<file path="config.mk">
export PLATFORM = sky130hd
export DESIGN_NAME = mdec_run_level_vlc_decoder
export DESIGN_NICKNAME = d
export VERILOG_FILES = /design/src/rtl/core/mdec_pkg.sv /design/src/rtl/core/mdec_window.sv /design/src/rtl/core/mdec_run_level_vlc_decoder.sv
export SDC_FILE = /design/constraint.sdc
export NUM_CORES = 1
export LEC_CHECK = 0
export BUFFER_PORTS_ARGS = -buffer_cell sky130_fd_sc_hd__clkbuf_2
export CORE_MARGIN = 10
export CORE_UTILIZATION = 31
export CTS_CLUSTER_DIAMETER = 120
export CTS_CLUSTER_SIZE = 30
export DETAILED_ROUTE_END_ITERATION = 8
export PLACE_DENSITY = 0.5
export SETUP_SLACK_MARGIN = 0.02
export SLEW_MARGIN = 20
export SYNTH_ARGS = -nofsm -noshare
export SYNTH_HDL_FRONTEND = slang
export SYNTH_SLANG_ARGS = --single-unit
</file>
<file path="constraint.sdc">
create_clock -name clk -period 11.4 [get_ports clk]
set_clock_uncertainty 0.15 [all_clocks]
set_input_delay 1.14 -clock clk [delete_from_list [all_inputs] [get_ports clk]]
set_output_delay 1.14 -clock clk [all_outputs]
set_load 0.02 [all_outputs]
</file>
<file path="src/rtl/core/mdec_pkg.sv">
// Package for the run-level VLC decoder: shared types, constants and the
// B.14 code table lookup. No dependencies.
package mdec_pkg;

	localparam logic [8:0]  MARKER     = 9'h1ff;
	localparam logic [15:0] EOB_CODE   = 16'hfe00;
	localparam logic [15:0] TRAILER_HI = 16'h3800;
	localparam logic [15:0] LIMIT_RST  = 16'h6f00;

	localparam logic [1:0] ST_MARKER    = 2'd0;
	localparam logic [1:0] ST_LIMIT     = 2'd1;
	localparam logic [1:0] ST_UNMATCHED = 2'd2;
	localparam logic [1:0] ST_EXHAUSTED = 2'd3;

	localparam logic REG_QSCALE = 1'b0;
	localparam logic REG_LIMIT  = 1'b1;

	typedef enum logic [2:0] {
		S_IDLE, S_DECODE, S_PAD, S_TRAILER, S_OUT
	} state_t;

	typedef struct packed {
		logic       hit;
		logic [4:0] len;
		logic [4:0] run;
		logic [5:0] lvl;
	} vlc_t;

	// Table B.14 lookup on a 16-bit window (code bits MSB aligned).
	function automatic vlc_t b14_lookup(input logic [15:0] w);
		vlc_t r;
		r = '0;
		r.hit = 1'b1;
		priority casez (w)
			16'b11??????????????: begin r.len = 5'd2;  r.run = 5'd0;  r.lvl = 6'd1;  end
			16'b011?????????????: begin r.len = 5'd3;  r.run = 5'd1;  r.lvl = 6'd1;  end
			16'b0100????????????: begin r.len = 5'd4;  r.run = 5'd0;  r.lvl = 6'd2;  end
			16'b0101????????????: begin r.len = 5'd4;  r.run = 5'd2;  r.lvl = 6'd1;  end
			16'b00101???????????: begin r.len = 5'd5;  r.run = 5'd0;  r.lvl = 6'd3;  end
			16'b00111???????????: begin r.len = 5'd5;  r.run = 5'd3;  r.lvl = 6'd1;  end
			16'b00110???????????: begin r.len = 5'd5;  r.run = 5'd4;  r.lvl = 6'd1;  end
			16'b000110??????????: begin r.len = 5'd6;  r.run = 5'd1;  r.lvl = 6'd2;  end
			16'b000111??????????: begin r.len = 5'd6;  r.run = 5'd5;  r.lvl = 6'd1;  end
			16'b000101??????????: begin r.len = 5'd6;  r.run = 5'd6;  r.lvl = 6'd1;  end
			16'b000100??????????: begin r.len = 5'd6;  r.run = 5'd7;  r.lvl = 6'd1;  end
			16'b0000110?????????: begin r.len = 5'd7;  r.run = 5'd0;  r.lvl = 6'd4;  end
			16'b0000100?????????: begin r.len = 5'd7;  r.run = 5'd2;  r.lvl = 6'd2;  end
			16'b0000111?????????: begin r.len = 5'd7;  r.run = 5'd8;  r.lvl = 6'd1;  end
			16'b0000101?????????: begin r.len = 5'd7;  r.run = 5'd9;  r.lvl = 6'd1;  end
			16'b00100110????????: begin r.len = 5'd8;  r.run = 5'd0;  r.lvl = 6'd5;  end
			16'b00100001????????: begin r.len = 5'd8;  r.run = 5'd0;  r.lvl = 6'd6;  end
			16'b00100101????????: begin r.len = 5'd8;  r.run = 5'd1;  r.lvl = 6'd3;  end
			16'b00100100????????: begin r.len = 5'd8;  r.run = 5'd3;  r.lvl = 6'd2;  end
			16'b00100111????????: begin r.len = 5'd8;  r.run = 5'd10; r.lvl = 6'd1;  end
			16'b00100011????????: begin r.len = 5'd8;  r.run = 5'd11; r.lvl = 6'd1;  end
			16'b00100010????????: begin r.len = 5'd8;  r.run = 5'd12; r.lvl = 6'd1;  end
			16'b00100000????????: begin r.len = 5'd8;  r.run = 5'd13; r.lvl = 6'd1;  end
			16'b0000001010??????: begin r.len = 5'd10; r.run = 5'd0;  r.lvl = 6'd7;  end
			16'b0000001100??????: begin r.len = 5'd10; r.run = 5'd1;  r.lvl = 6'd4;  end
			16'b0000001011??????: begin r.len = 5'd10; r.run = 5'd2;  r.lvl = 6'd3;  end
			16'b0000001111??????: begin r.len = 5'd10; r.run = 5'd4;  r.lvl = 6'd2;  end
			16'b0000001001??????: begin r.len = 5'd10; r.run = 5'd5;  r.lvl = 6'd2;  end
			16'b0000001110??????: begin r.len = 5'd10; r.run = 5'd14; r.lvl = 6'd1;  end
			16'b0000001101??????: begin r.len = 5'd10; r.run = 5'd15; r.lvl = 6'd1;  end
			16'b0000001000??????: begin r.len = 5'd10; r.run = 5'd16; r.lvl = 6'd1;  end
			16'b000000011101????: begin r.len = 5'd12; r.run = 5'd0;  r.lvl = 6'd8;  end
			16'b000000011000????: begin r.len = 5'd12; r.run = 5'd0;  r.lvl = 6'd9;  end
			16'b000000010011????: begin r.len = 5'd12; r.run = 5'd0;  r.lvl = 6'd10; end
			16'b000000010000????: begin r.len = 5'd12; r.run = 5'd0;  r.lvl = 6'd11; end
			16'b000000011011????: begin r.len = 5'd12; r.run = 5'd1;  r.lvl = 6'd5;  end
			16'b000000010100????: begin r.len = 5'd12; r.run = 5'd2;  r.lvl = 6'd4;  end
			16'b000000011100????: begin r.len = 5'd12; r.run = 5'd3;  r.lvl = 6'd3;  end
			16'b000000010010????: begin r.len = 5'd12; r.run = 5'd4;  r.lvl = 6'd3;  end
			16'b000000011110????: begin r.len = 5'd12; r.run = 5'd6;  r.lvl = 6'd2;  end
			16'b000000010101????: begin r.len = 5'd12; r.run = 5'd7;  r.lvl = 6'd2;  end
			16'b000000010001????: begin r.len = 5'd12; r.run = 5'd8;  r.lvl = 6'd2;  end
			16'b000000011111????: begin r.len = 5'd12; r.run = 5'd17; r.lvl = 6'd1;  end
			16'b000000011010????: begin r.len = 5'd12; r.run = 5'd18; r.lvl = 6'd1;  end
			16'b000000011001????: begin r.len = 5'd12; r.run = 5'd19; r.lvl = 6'd1;  end
			16'b000000010111????: begin r.len = 5'd12; r.run = 5'd20; r.lvl = 6'd1;  end
			16'b000000010110????: begin r.len = 5'd12; r.run = 5'd21; r.lvl = 6'd1;  end
			16'b0000000011010???: begin r.len = 5'd13; r.run = 5'd0;  r.lvl = 6'd12; end
			16'b0000000011001???: begin r.len = 5'd13; r.run = 5'd0;  r.lvl = 6'd13; end
			16'b0000000011000???: begin r.len = 5'd13; r.run = 5'd0;  r.lvl = 6'd14; end
			16'b0000000010111???: begin r.len = 5'd13; r.run = 5'd0;  r.lvl = 6'd15; end
			16'b0000000010110???: begin r.len = 5'd13; r.run = 5'd1;  r.lvl = 6'd6;  end
			16'b0000000010101???: begin r.len = 5'd13; r.run = 5'd1;  r.lvl = 6'd7;  end
			16'b0000000010100???: begin r.len = 5'd13; r.run = 5'd2;  r.lvl = 6'd5;  end
			16'b0000000010011???: begin r.len = 5'd13; r.run = 5'd3;  r.lvl = 6'd4;  end
			16'b0000000010010???: begin r.len = 5'd13; r.run = 5'd5;  r.lvl = 6'd3;  end
			16'b0000000010001???: begin r.len = 5'd13; r.run = 5'd9;  r.lvl = 6'd2;  end
			16'b0000000010000???: begin r.len = 5'd13; r.run = 5'd10; r.lvl = 6'd2;  end
			16'b0000000011111???: begin r.len = 5'd13; r.run = 5'd22; r.lvl = 6'd1;  end
			16'b0000000011110???: begin r.len = 5'd13; r.run = 5'd23; r.lvl = 6'd1;  end
			16'b0000000011101???: begin r.len = 5'd13; r.run = 5'd24; r.lvl = 6'd1;  end
			16'b0000000011100???: begin r.len = 5'd13; r.run = 5'd25; r.lvl = 6'd1;  end
			16'b0000000011011???: begin r.len = 5'd13; r.run = 5'd26; r.lvl = 6'd1;  end
			16'b00000000011111??: begin r.len = 5'd14; r.run = 5'd0;  r.lvl = 6'd16; end
			16'b00000000011110??: begin r.len = 5'd14; r.run = 5'd0;  r.lvl = 6'd17; end
			16'b00000000011101??: begin r.len = 5'd14; r.run = 5'd0;  r.lvl = 6'd18; end
			16'b00000000011100??: begin r.len = 5'd14; r.run = 5'd0;  r.lvl = 6'd19; end
			16'b00000000011011??: begin r.len = 5'd14; r.run = 5'd0;  r.lvl = 6'd20; end
			16'b00000000011010??: begin r.len = 5'd14; r.run = 5'd0;  r.lvl = 6'd21; end
			16'b00000000011001??: begin r.len = 5'd14; r.run = 5'd0;  r.lvl = 6'd22; end
			16'b00000000011000??: begin r.len = 5'd14; r.run = 5'd0;  r.lvl = 6'd23; end
			16'b00000000010111??: begin r.len = 5'd14; r.run = 5'd0;  r.lvl = 6'd24; end
			16'b00000000010110??: begin r.len = 5'd14; r.run = 5'd0;  r.lvl = 6'd25; end
			16'b00000000010101??: begin r.len = 5'd14; r.run = 5'd0;  r.lvl = 6'd26; end
			16'b00000000010100??: begin r.len = 5'd14; r.run = 5'd0;  r.lvl = 6'd27; end
			16'b00000000010011??: begin r.len = 5'd14; r.run = 5'd0;  r.lvl = 6'd28; end
			16'b00000000010010??: begin r.len = 5'd14; r.run = 5'd0;  r.lvl = 6'd29; end
			16'b00000000010001??: begin r.len = 5'd14; r.run = 5'd0;  r.lvl = 6'd30; end
			16'b00000000010000??: begin r.len = 5'd14; r.run = 5'd0;  r.lvl = 6'd31; end
			16'b000000000011000?: begin r.len = 5'd15; r.run = 5'd0;  r.lvl = 6'd32; end
			16'b000000000010111?: begin r.len = 5'd15; r.run = 5'd0;  r.lvl = 6'd33; end
			16'b000000000010110?: begin r.len = 5'd15; r.run = 5'd0;  r.lvl = 6'd34; end
			16'b000000000010101?: begin r.len = 5'd15; r.run = 5'd0;  r.lvl = 6'd35; end
			16'b000000000010100?: begin r.len = 5'd15; r.run = 5'd0;  r.lvl = 6'd36; end
			16'b000000000010011?: begin r.len = 5'd15; r.run = 5'd0;  r.lvl = 6'd37; end
			16'b000000000010010?: begin r.len = 5'd15; r.run = 5'd0;  r.lvl = 6'd38; end
			16'b000000000010001?: begin r.len = 5'd15; r.run = 5'd0;  r.lvl = 6'd39; end
			16'b000000000010000?: begin r.len = 5'd15; r.run = 5'd0;  r.lvl = 6'd40; end
			16'b000000000011111?: begin r.len = 5'd15; r.run = 5'd1;  r.lvl = 6'd8;  end
			16'b000000000011110?: begin r.len = 5'd15; r.run = 5'd1;  r.lvl = 6'd9;  end
			16'b000000000011101?: begin r.len = 5'd15; r.run = 5'd1;  r.lvl = 6'd10; end
			16'b000000000011100?: begin r.len = 5'd15; r.run = 5'd1;  r.lvl = 6'd11; end
			16'b000000000011011?: begin r.len = 5'd15; r.run = 5'd1;  r.lvl = 6'd12; end
			16'b000000000011010?: begin r.len = 5'd15; r.run = 5'd1;  r.lvl = 6'd13; end
			16'b000000000011001?: begin r.len = 5'd15; r.run = 5'd1;  r.lvl = 6'd14; end
			16'b0000000000010011: begin r.len = 5'd16; r.run = 5'd1;  r.lvl = 6'd15; end
			16'b0000000000010010: begin r.len = 5'd16; r.run = 5'd1;  r.lvl = 6'd16; end
			16'b0000000000010001: begin r.len = 5'd16; r.run = 5'd1;  r.lvl = 6'd17; end
			16'b0000000000010000: begin r.len = 5'd16; r.run = 5'd1;  r.lvl = 6'd18; end
			16'b0000000000010100: begin r.len = 5'd16; r.run = 5'd6;  r.lvl = 6'd3;  end
			16'b0000000000011010: begin r.len = 5'd16; r.run = 5'd11; r.lvl = 6'd2;  end
			16'b0000000000011001: begin r.len = 5'd16; r.run = 5'd12; r.lvl = 6'd2;  end
			16'b0000000000011000: begin r.len = 5'd16; r.run = 5'd13; r.lvl = 6'd2;  end
			16'b0000000000010111: begin r.len = 5'd16; r.run = 5'd14; r.lvl = 6'd2;  end
			16'b0000000000010110: begin r.len = 5'd16; r.run = 5'd15; r.lvl = 6'd2;  end
			16'b0000000000010101: begin r.len = 5'd16; r.run = 5'd16; r.lvl = 6'd2;  end
			16'b0000000000011111: begin r.len = 5'd16; r.run = 5'd27; r.lvl = 6'd1;  end
			16'b0000000000011110: begin r.len = 5'd16; r.run = 5'd28; r.lvl = 6'd1;  end
			16'b0000000000011101: begin r.len = 5'd16; r.run = 5'd29; r.lvl = 6'd1;  end
			16'b0000000000011100: begin r.len = 5'd16; r.run = 5'd30; r.lvl = 6'd1;  end
			16'b0000000000011011: begin r.len = 5'd16; r.run = 5'd31; r.lvl = 6'd1;  end
			default: r.hit = 1'b0;
		endcase
		return r;
	endfunction

endpackage

</file>
<file path="src/rtl/core/mdec_window.sv">
// Bit window: aligns the 32 bits following the read point of the buffer,
// zero filled past the held bits. Uses mdec_pkg.
module mdec_window (
	input  logic [47:0] buf_bits,
	input  logic [5:0]  held,
	output logic [31:0] win
);
	import mdec_pkg::*;

	logic [79:0] ext;
	logic [79:0] sh;

	// held <= 48; shift so the oldest held bit lands at bit 79
	assign ext = {buf_bits, 32'd0};
	assign sh  = ext << (7'd48 - {1'b0, held});
	assign win = sh[79:48];
endmodule

</file>
<file path="src/rtl/core/mdec_run_level_vlc_decoder.sv">
// Run-level VLC decoder top level: input word buffer, code decode sequencer
// and output register. Uses mdec_pkg and mdec_window.
// Sequence: a word is taken in the idle state and decoded in the decode
// state; each code is then held in the output state until taken, and the
// input stays stalled until the word's codes are out. A frame close goes
// through the pad state, which emits a pad item when the count is odd and
// then the trailer state, or gives the trailer itself when the count is even.
// Reset (arst_n low) idles the block until a word with first_word set.
module mdec_run_level_vlc_decoder (
	input  logic        clk,
	input  logic        arst_n,
	input  logic        s_tvalid,
	output logic        s_tready,
	input  logic [15:0] s_tdata,   // data_word
	input  logic [1:0]  s_tuser,   // first_word, last_word
	output logic        m_tvalid,
	input  logic        m_tready,
	output logic [31:0] m_tdata,   // code[15:0], word_count[31:16]
	output logic        m_tlast,   // frame_end
	output logic [1:0]  m_tuser,   // status
	input  logic        cfg_we,
	input  logic        cfg_index,
	input  logic [15:0] cfg_data
);
	import mdec_pkg::*;

	state_t      state_q, state_d;
	logic [47:0] buf_q;
	logic [5:0]  held_q;
	logic [15:0] cnt_q;
	logic        inblk_q, done_q, last_q;
	logic [5:0]  qs_q;
	logic [15:0] limit_q;
	logic [1:0]  cls_q;
	logic [15:0] o_code_q, o_wc_q;
	logic        o_end_q;
	logic [1:0]  o_st_q;
	logic [31:0] win;
	vlc_t        hit;

	mdec_window u_win (.buf_bits(buf_q), .held(held_q), .win(win));
	assign hit = b14_lookup(win[31:16]);

	assign s_tready = (state_q == S_IDLE);
	assign m_tdata  = {o_wc_q, o_code_q};
	assign m_tlast  = o_end_q;
	assign m_tuser  = o_st_q;
	assign m_tvalid = (state_q == S_OUT);

	always_ff @(posedge clk or negedge arst_n) begin
		if (!arst_n) begin
			qs_q    <= '0;
			limit_q <= LIMIT_RST;
		end else if (cfg_we) begin
			if (cfg_index == REG_QSCALE) qs_q <= cfg_data[5:0];
			else limit_q <= cfg_data;
		end
	end

	always_ff @(posedge clk or negedge arst_n) begin
		if (!arst_n) state_q <= S_IDLE;
		else state_q <= state_d;
	end

	// Decide what the sequencer does in the decode state
	logic        can_dec, end_word;
	logic        ev_emit, ev_close;
	logic [15:0] ev_code;
	logic [1:0]  ev_st;
	logic [5:0]  ev_drop;
	logic        ev_eob, ev_dc;
	logic [9:0]  lvl;
	logic [16:0] cnt_inc;

	assign cnt_inc = {1'b0, cnt_q} + 17'd1;

	always_comb begin
		can_dec  = last_q ? (held_q != 6'd0) : (held_q >= 6'd22);
		end_word = 1'b0;
		ev_emit  = 1'b0; ev_close = 1'b0; ev_code = '0; ev_st = ST_MARKER;
		ev_drop  = '0; ev_eob = 1'b0; ev_dc = 1'b0;
		lvl = {4'd0, hit.lvl};
		if (win[31 - hit.len]) lvl = 10'd0 - lvl;
		if (!can_dec) begin
			end_word = 1'b1;
			if (last_q) begin ev_close = 1'b1; ev_st = ST_EXHAUSTED; end
		end else if (!inblk_q) begin
			if (win[31:22] == {1'b0, MARKER}) begin
				ev_close = 1'b1; ev_st = ST_MARKER;
			end else begin
				ev_emit = 1'b1; ev_dc = 1'b1; ev_drop = 6'd10;
				ev_code = {qs_q, win[31:22]};
			end
		end else if (win[31:30] == 2'b10) begin
			ev_emit = 1'b1; ev_eob = 1'b1; ev_drop = 6'd2; ev_code = EOB_CODE;
		end else if (win[31:26] == 6'b000001) begin
			ev_emit = 1'b1; ev_drop = 6'd22; ev_code = win[25:10];
		end else if (hit.hit) begin
			ev_emit = 1'b1; ev_drop = 6'(hit.len) + 6'd1;
			ev_code = {1'b0, hit.run, lvl};
		end else begin
			ev_close = 1'b1; ev_st = ST_UNMATCHED;
		end
	end

	logic [5:0] held_new;
	assign held_new = (held_q > ev_drop) ? held_q - ev_drop : 6'd0;

	// ret: state to return to after an emitted item
	typedef enum logic [1:0] { R_DEC, R_PAD, R_TRL, R_IDLE } ret_t;
	ret_t ret_q;

	always_comb begin
		state_d = state_q;
		unique case (state_q)
			S_IDLE:    if (s_tvalid && (s_tuser[0] || !done_q)) state_d = S_DECODE;
			S_DECODE: begin
				if (ev_emit) state_d = S_OUT;
				else if (ev_close) state_d = S_PAD;
				else if (end_word) state_d = S_IDLE;
			end
			S_PAD:     state_d = S_OUT;
			S_TRAILER: state_d = S_OUT;
			S_OUT: if (m_tready) begin
				unique case (ret_q)
					R_DEC:  state_d = S_DECODE;
					R_PAD:  state_d = S_PAD;
					R_TRL:  state_d = S_TRAILER;
					R_IDLE: state_d = S_IDLE;
					default: state_d = S_IDLE;
				endcase
			end
			default: state_d = S_IDLE;
		endcase
	end

	logic [16:0] tot;
	assign tot = {1'b0, cnt_q} + {16'd0, cnt_q[0]};

	always_ff @(posedge clk or negedge arst_n) begin
		if (!arst_n) begin
			buf_q <= '0; held_q <= '0; cnt_q <= '0; inblk_q <= 1'b0;
			done_q <= 1'b1; last_q <= 1'b0; cls_q <= '0; ret_q <= R_DEC;
			o_end_q <= 1'b0; o_st_q <= '0;
		end else begin
			unique case (state_q)
				S_IDLE: if (s_tvalid && (s_tuser[0] || !done_q)) begin
					if (s_tuser[0]) begin
						buf_q  <= {32'd0, s_tdata};
						held_q <= 6'd16;
						cnt_q  <= '0;
						inblk_q <= 1'b0;
						done_q <= 1'b0;
					end else begin
						buf_q  <= {buf_q[31:0], s_tdata};
						held_q <= (held_q > 6'd32 ? 6'd32 : held_q) + 6'd16;
					end
					last_q <= s_tuser[1];
				end
				S_DECODE: begin
					if (ev_emit) begin
						o_code_q <= ev_code; o_end_q <= 1'b0; o_st_q <= '0; o_wc_q <= '0;
						held_q <= held_new;
						buf_q  <= buf_q & ((48'd1 << held_new) - 48'd1);
						if (cnt_q != 16'hffff) cnt_q <= cnt_inc[15:0];
						if (ev_dc) inblk_q <= 1'b1;
						if (ev_eob) inblk_q <= 1'b0;
						ret_q <= R_DEC;
						if (ev_eob && (cnt_inc[15:0] > limit_q) && cnt_q != 16'hffff) begin
							ret_q <= R_PAD; cls_q <= ST_LIMIT;
						end else if (ev_eob && cnt_q == 16'hffff && cnt_q > limit_q) begin
							ret_q <= R_PAD; cls_q <= ST_LIMIT;
						end
					end else if (ev_close) begin
						cls_q <= ev_st;
					end
				end
				S_PAD: begin
					done_q <= 1'b1; inblk_q <= 1'b0; buf_q <= '0; held_q <= '0;
					if (cnt_q[0]) begin
						o_code_q <= EOB_CODE; o_end_q <= 1'b0; o_st_q <= '0; o_wc_q <= '0;
						ret_q <= R_TRL;
					end else begin
						o_code_q <= TRAILER_HI; o_end_q <= 1'b1; o_st_q <= cls_q;
						o_wc_q <= tot[16:1]; ret_q <= R_IDLE;
					end
				end
				S_TRAILER: begin
					o_code_q <= TRAILER_HI; o_end_q <= 1'b1; o_st_q <= cls_q;
					o_wc_q <= tot[16:1]; ret_q <= R_IDLE;
				end
				S_OUT: ;
				default: ;
			endcase
		end
	end
endmodule

</file>
==> key figures <==
CTS
  • Num CTS Buffers: 17
  • CTS tree: done
  • Clock transition at the registers of the reported paths: 60 ps
  • Clk_lat worst skew: 450 ps
  • CTS root buffer: clkbuf_16
  • CTS Hold Bufs: 0
  • Clk sinks: 137
  • Max clock buf depth: 2
  • CTS H-tree depth: 4

STA
  • RSZ-0062 raised after global routing: false
  • Final period util: 0.918
  • Worst-Margin Slew: 1070 ps
  • Final Setup Violations: 0
  • Hold_ws: 343 ps
  • Final hold vios: 0
  • Setup ws final: 938 ps
  • Slew Viols, Final: 0
  • Setup TNS: 0 ps
  • Fmax achieved: 95.6 MHz
  • Rel. slew slack: 0.281
  • Fin crit period: 10460 ps

Synthesis
  • Post-synth net total: 1774
  • Mapped Cells: 1686
  • Seq/Total Area, Yosys: 0.255
  • EDFF count, synth: 32
  • Ys Warns: 0
  • Top_reg_cell synth: dfrtp_1
  • Synth Cell Area: 14100 um^2
  • Mapped Avg Cell Area: 8.37 um^2
  • #FFs+latches synth: 137
  • Post-synthesis cell type count: 109
  • Ys async rst share: 0.766

Global routing
  • GR Util met1: 0.284
  • Initial antenna violation count: 0
  • Busiest grt layer: met2
  • Met2 Track Usage GR: 0.338
  • Global-route wire length before repair: 89900 um
  • Met3 Usage GRT: 0.0357
  • Total gr overflow: 0
  • GRT Overall Usage: 0.214
  • Vias in the first global route: 14087
  • Largest net degree at the start of global routing: 61

Final layout
  • Share of layout cells above drive strength 1: 0.184
  • Final Instance Area: 15700 um^2
  • ANT cells: 0
  • Fill count: 4739
  • Nets: 1807
  • Area Growth Syn to Fin: 11.6%

Placement
  • Post-DP HPWL: 45200 um
  • Count of input and output buffers: 76
  • Area after DPL: 15100 um^2
  • Placer congestion estimate: 1.00
  • DP Worst Slack: 693 ps

Die
  • Die Wd: 233 um
  • Core area: 45200 um^2
  • FP Rows: 78
  • Die Ht: 233 um
  • Io pins: 77
  • Full die area: 54400 um^2
  • Starting density of the core: 0.312

Drt
  • Post-route ant nets: 0
  • Vias: 14695
  • Initial DRT Pass Iterations: 7
  • DR WL/cell: 25.4 um
  • Vias per cell: 6.30
  • Iter 0 DRT Violations: 2031
  • WL final: 59300 um
  • Residual DRC: 0

Hold path
  • Hold crit path type: flip-flop to flip-flop

Run
  • Maxcap violations: 0

Worst setup path
  • Critical-path top delay cell: a2111oi_4
  • CP Class: flip-flop to flip-flop
  • Critical Path Start Type: flip-flop
  • WP data arrival: 10700 ps
  • Slowest stage delay, CP: 700 ps
  • Max FO, Critical Path: 25
  • Worst Path Required: 11640 ps
  • Top cell by count, worst path: buf_4
  • Crit end category: flip-flop

Run status
  • Status: finished clean
worst max-delay path, delay by kind of cell, from the launching register on:
family / cells / cell delay, ps
AND/OR/NAND/NOR: 12 / 2660
buffers and inverters: 5 / 1120
multiplexers: 1 / 380
flip-flops: 1 / 660
AO/OA/AOI/OAI: 15 / 3980
adder cells (fa/ha/maj): 3 / 1390
repair_timing:
item	CTS	global route
gates resized for setup	0	3
endpoints found under the setup margin	0	10
setup buffers	0	4
Yosys cell counts, drive strengths merged, types with 11 or more instances:
master | instances | area [um^2]
nand2 | 204 | 768
o21ai | 142 | 711
nor2 | 135 | 509
a21oi | 111 | 559
dfrtp | 98 | 2450
clkbuf | 66 | 248
mux2 | 61 | 687
nand3 | 60 | 313
buf | 52 | 337
inv | 51 | 191
nor3 | 48 | 250
ha | 47 | 588
mux4 | 47 | 1060
mux2i | 37 | 370
edfxtp | 32 | 961
nand4 | 32 | 200
a22o | 30 | 263
o31ai | 28 | 224
and3 | 27 | 169
nor4 | 20 | 161
o21a | 18 | 135
xor2 | 18 | 173
a211oi | 17 | 138
o22ai | 16 | 106
nand2b | 15 | 93.8
nor2b | 15 | 93.8
or3 | 15 | 93.8
xnor2 | 15 | 139
and2 | 14 | 87.6
o211ai | 14 | 110
a32oi | 13 | 114
a2111oi | 12 | 124
a21o | 12 | 90.1
o32ai | 12 | 113
a31oi | 11 | 75.1
nor3b | 11 | 82.6
stage by stage:
stage | instances | util
2_1_floorplan | 1686 | -
3_3_place_gp | 2296 | 0.334
3_5_place_dp | 2296 | 0.334
4_1_cts | 2328 | 0.347
5_1_grt | 2332 | 0.348
6_report | 2332 | 0.348
metal layers:
layer	share of wire	routed length, um
met4	0.041	2420
met1	0.43	25700
met3	0.071	4240
met5	0	0
met2	0.45	27000
final timing paths:
| path | end | start | cells after the start | slack (ps) |
|---|---|---|---|---|
| min in group asynchronous | buf_q[44] | arst_n | 1 | 560 |
| hold / removal | done_q | done_q | 2 | 340 |
| max in group asynchronous | held_q[0] | arst_n | 2 | 9200 |
| setup reg to reg | buf_q[44] | held_q[0] | 36 | 940 |
| hold reg to reg | done_q | done_q | 2 | 340 |
| setup / recovery | buf_q[44] | held_q[0] | 36 | 940 |
flip-flops by register name, summed over array words and instances (netlist names):
name      count
cls_q         2
qs_q          6
o_code_q     16
buf_q        48
cnt_q        16
limit_q      16
last_q        1
done_q        1
o_wc_q       16
m_tuser       2
m_tlast       1
state_q       3
held_q        6
ret_q         2
inblk_q       1
logic make-up after synthesis:
group / Yosys count / share of synthesized area
flops: 137 / 0.255
other cells: 1 / 0.000266
simple gates: 616 / 0.211
fa+ha+maj: 48 / 0.0431
compound gates: 537 / 0.263
buf+inv: 169 / 0.0550
mux: 145 / 0.150
xor+xnor: 33 / 0.0221
placed cells by master (no fill, tap or decap), types with 16 or more instances in the layout:
cell and instances:
nand2_1 203, o21ai_0 138, nor2_1 133, a21oi_1 110, dfrtp_1 97, clkbuf_2 75, nand3_1 59, mux2_2 56
buf_4 56, inv_1 50, mux4_2 47, ha_1 46, nor3_1 45, mux2i_1 37, nand4_1 32, edfxtp_1 32
a22o_1 30, and3_1 27, o31ai_1 26, o21a_1 18, clkbuf_16 17, xor2_1 16, nor4_1 16
cell type report:
class / count / area (um^2) / area share
clock buffer: 17 / 425 / 0.0270
clock inverter: 15 / 158 / 0.0100
inverter: 51 / 191 / 0.0122
multi-input combinational: 1380 / 9800 / 0.622
sequential: 137 / 3600 / 0.229
tap: 600 / 751 / 0.0477
timing repair buffer: 132 / 816 / 0.0518
Power is left out: the tool's default activity adds up to more than one toggle a clock period on the data nets, which glitch-free logic cannot reach.
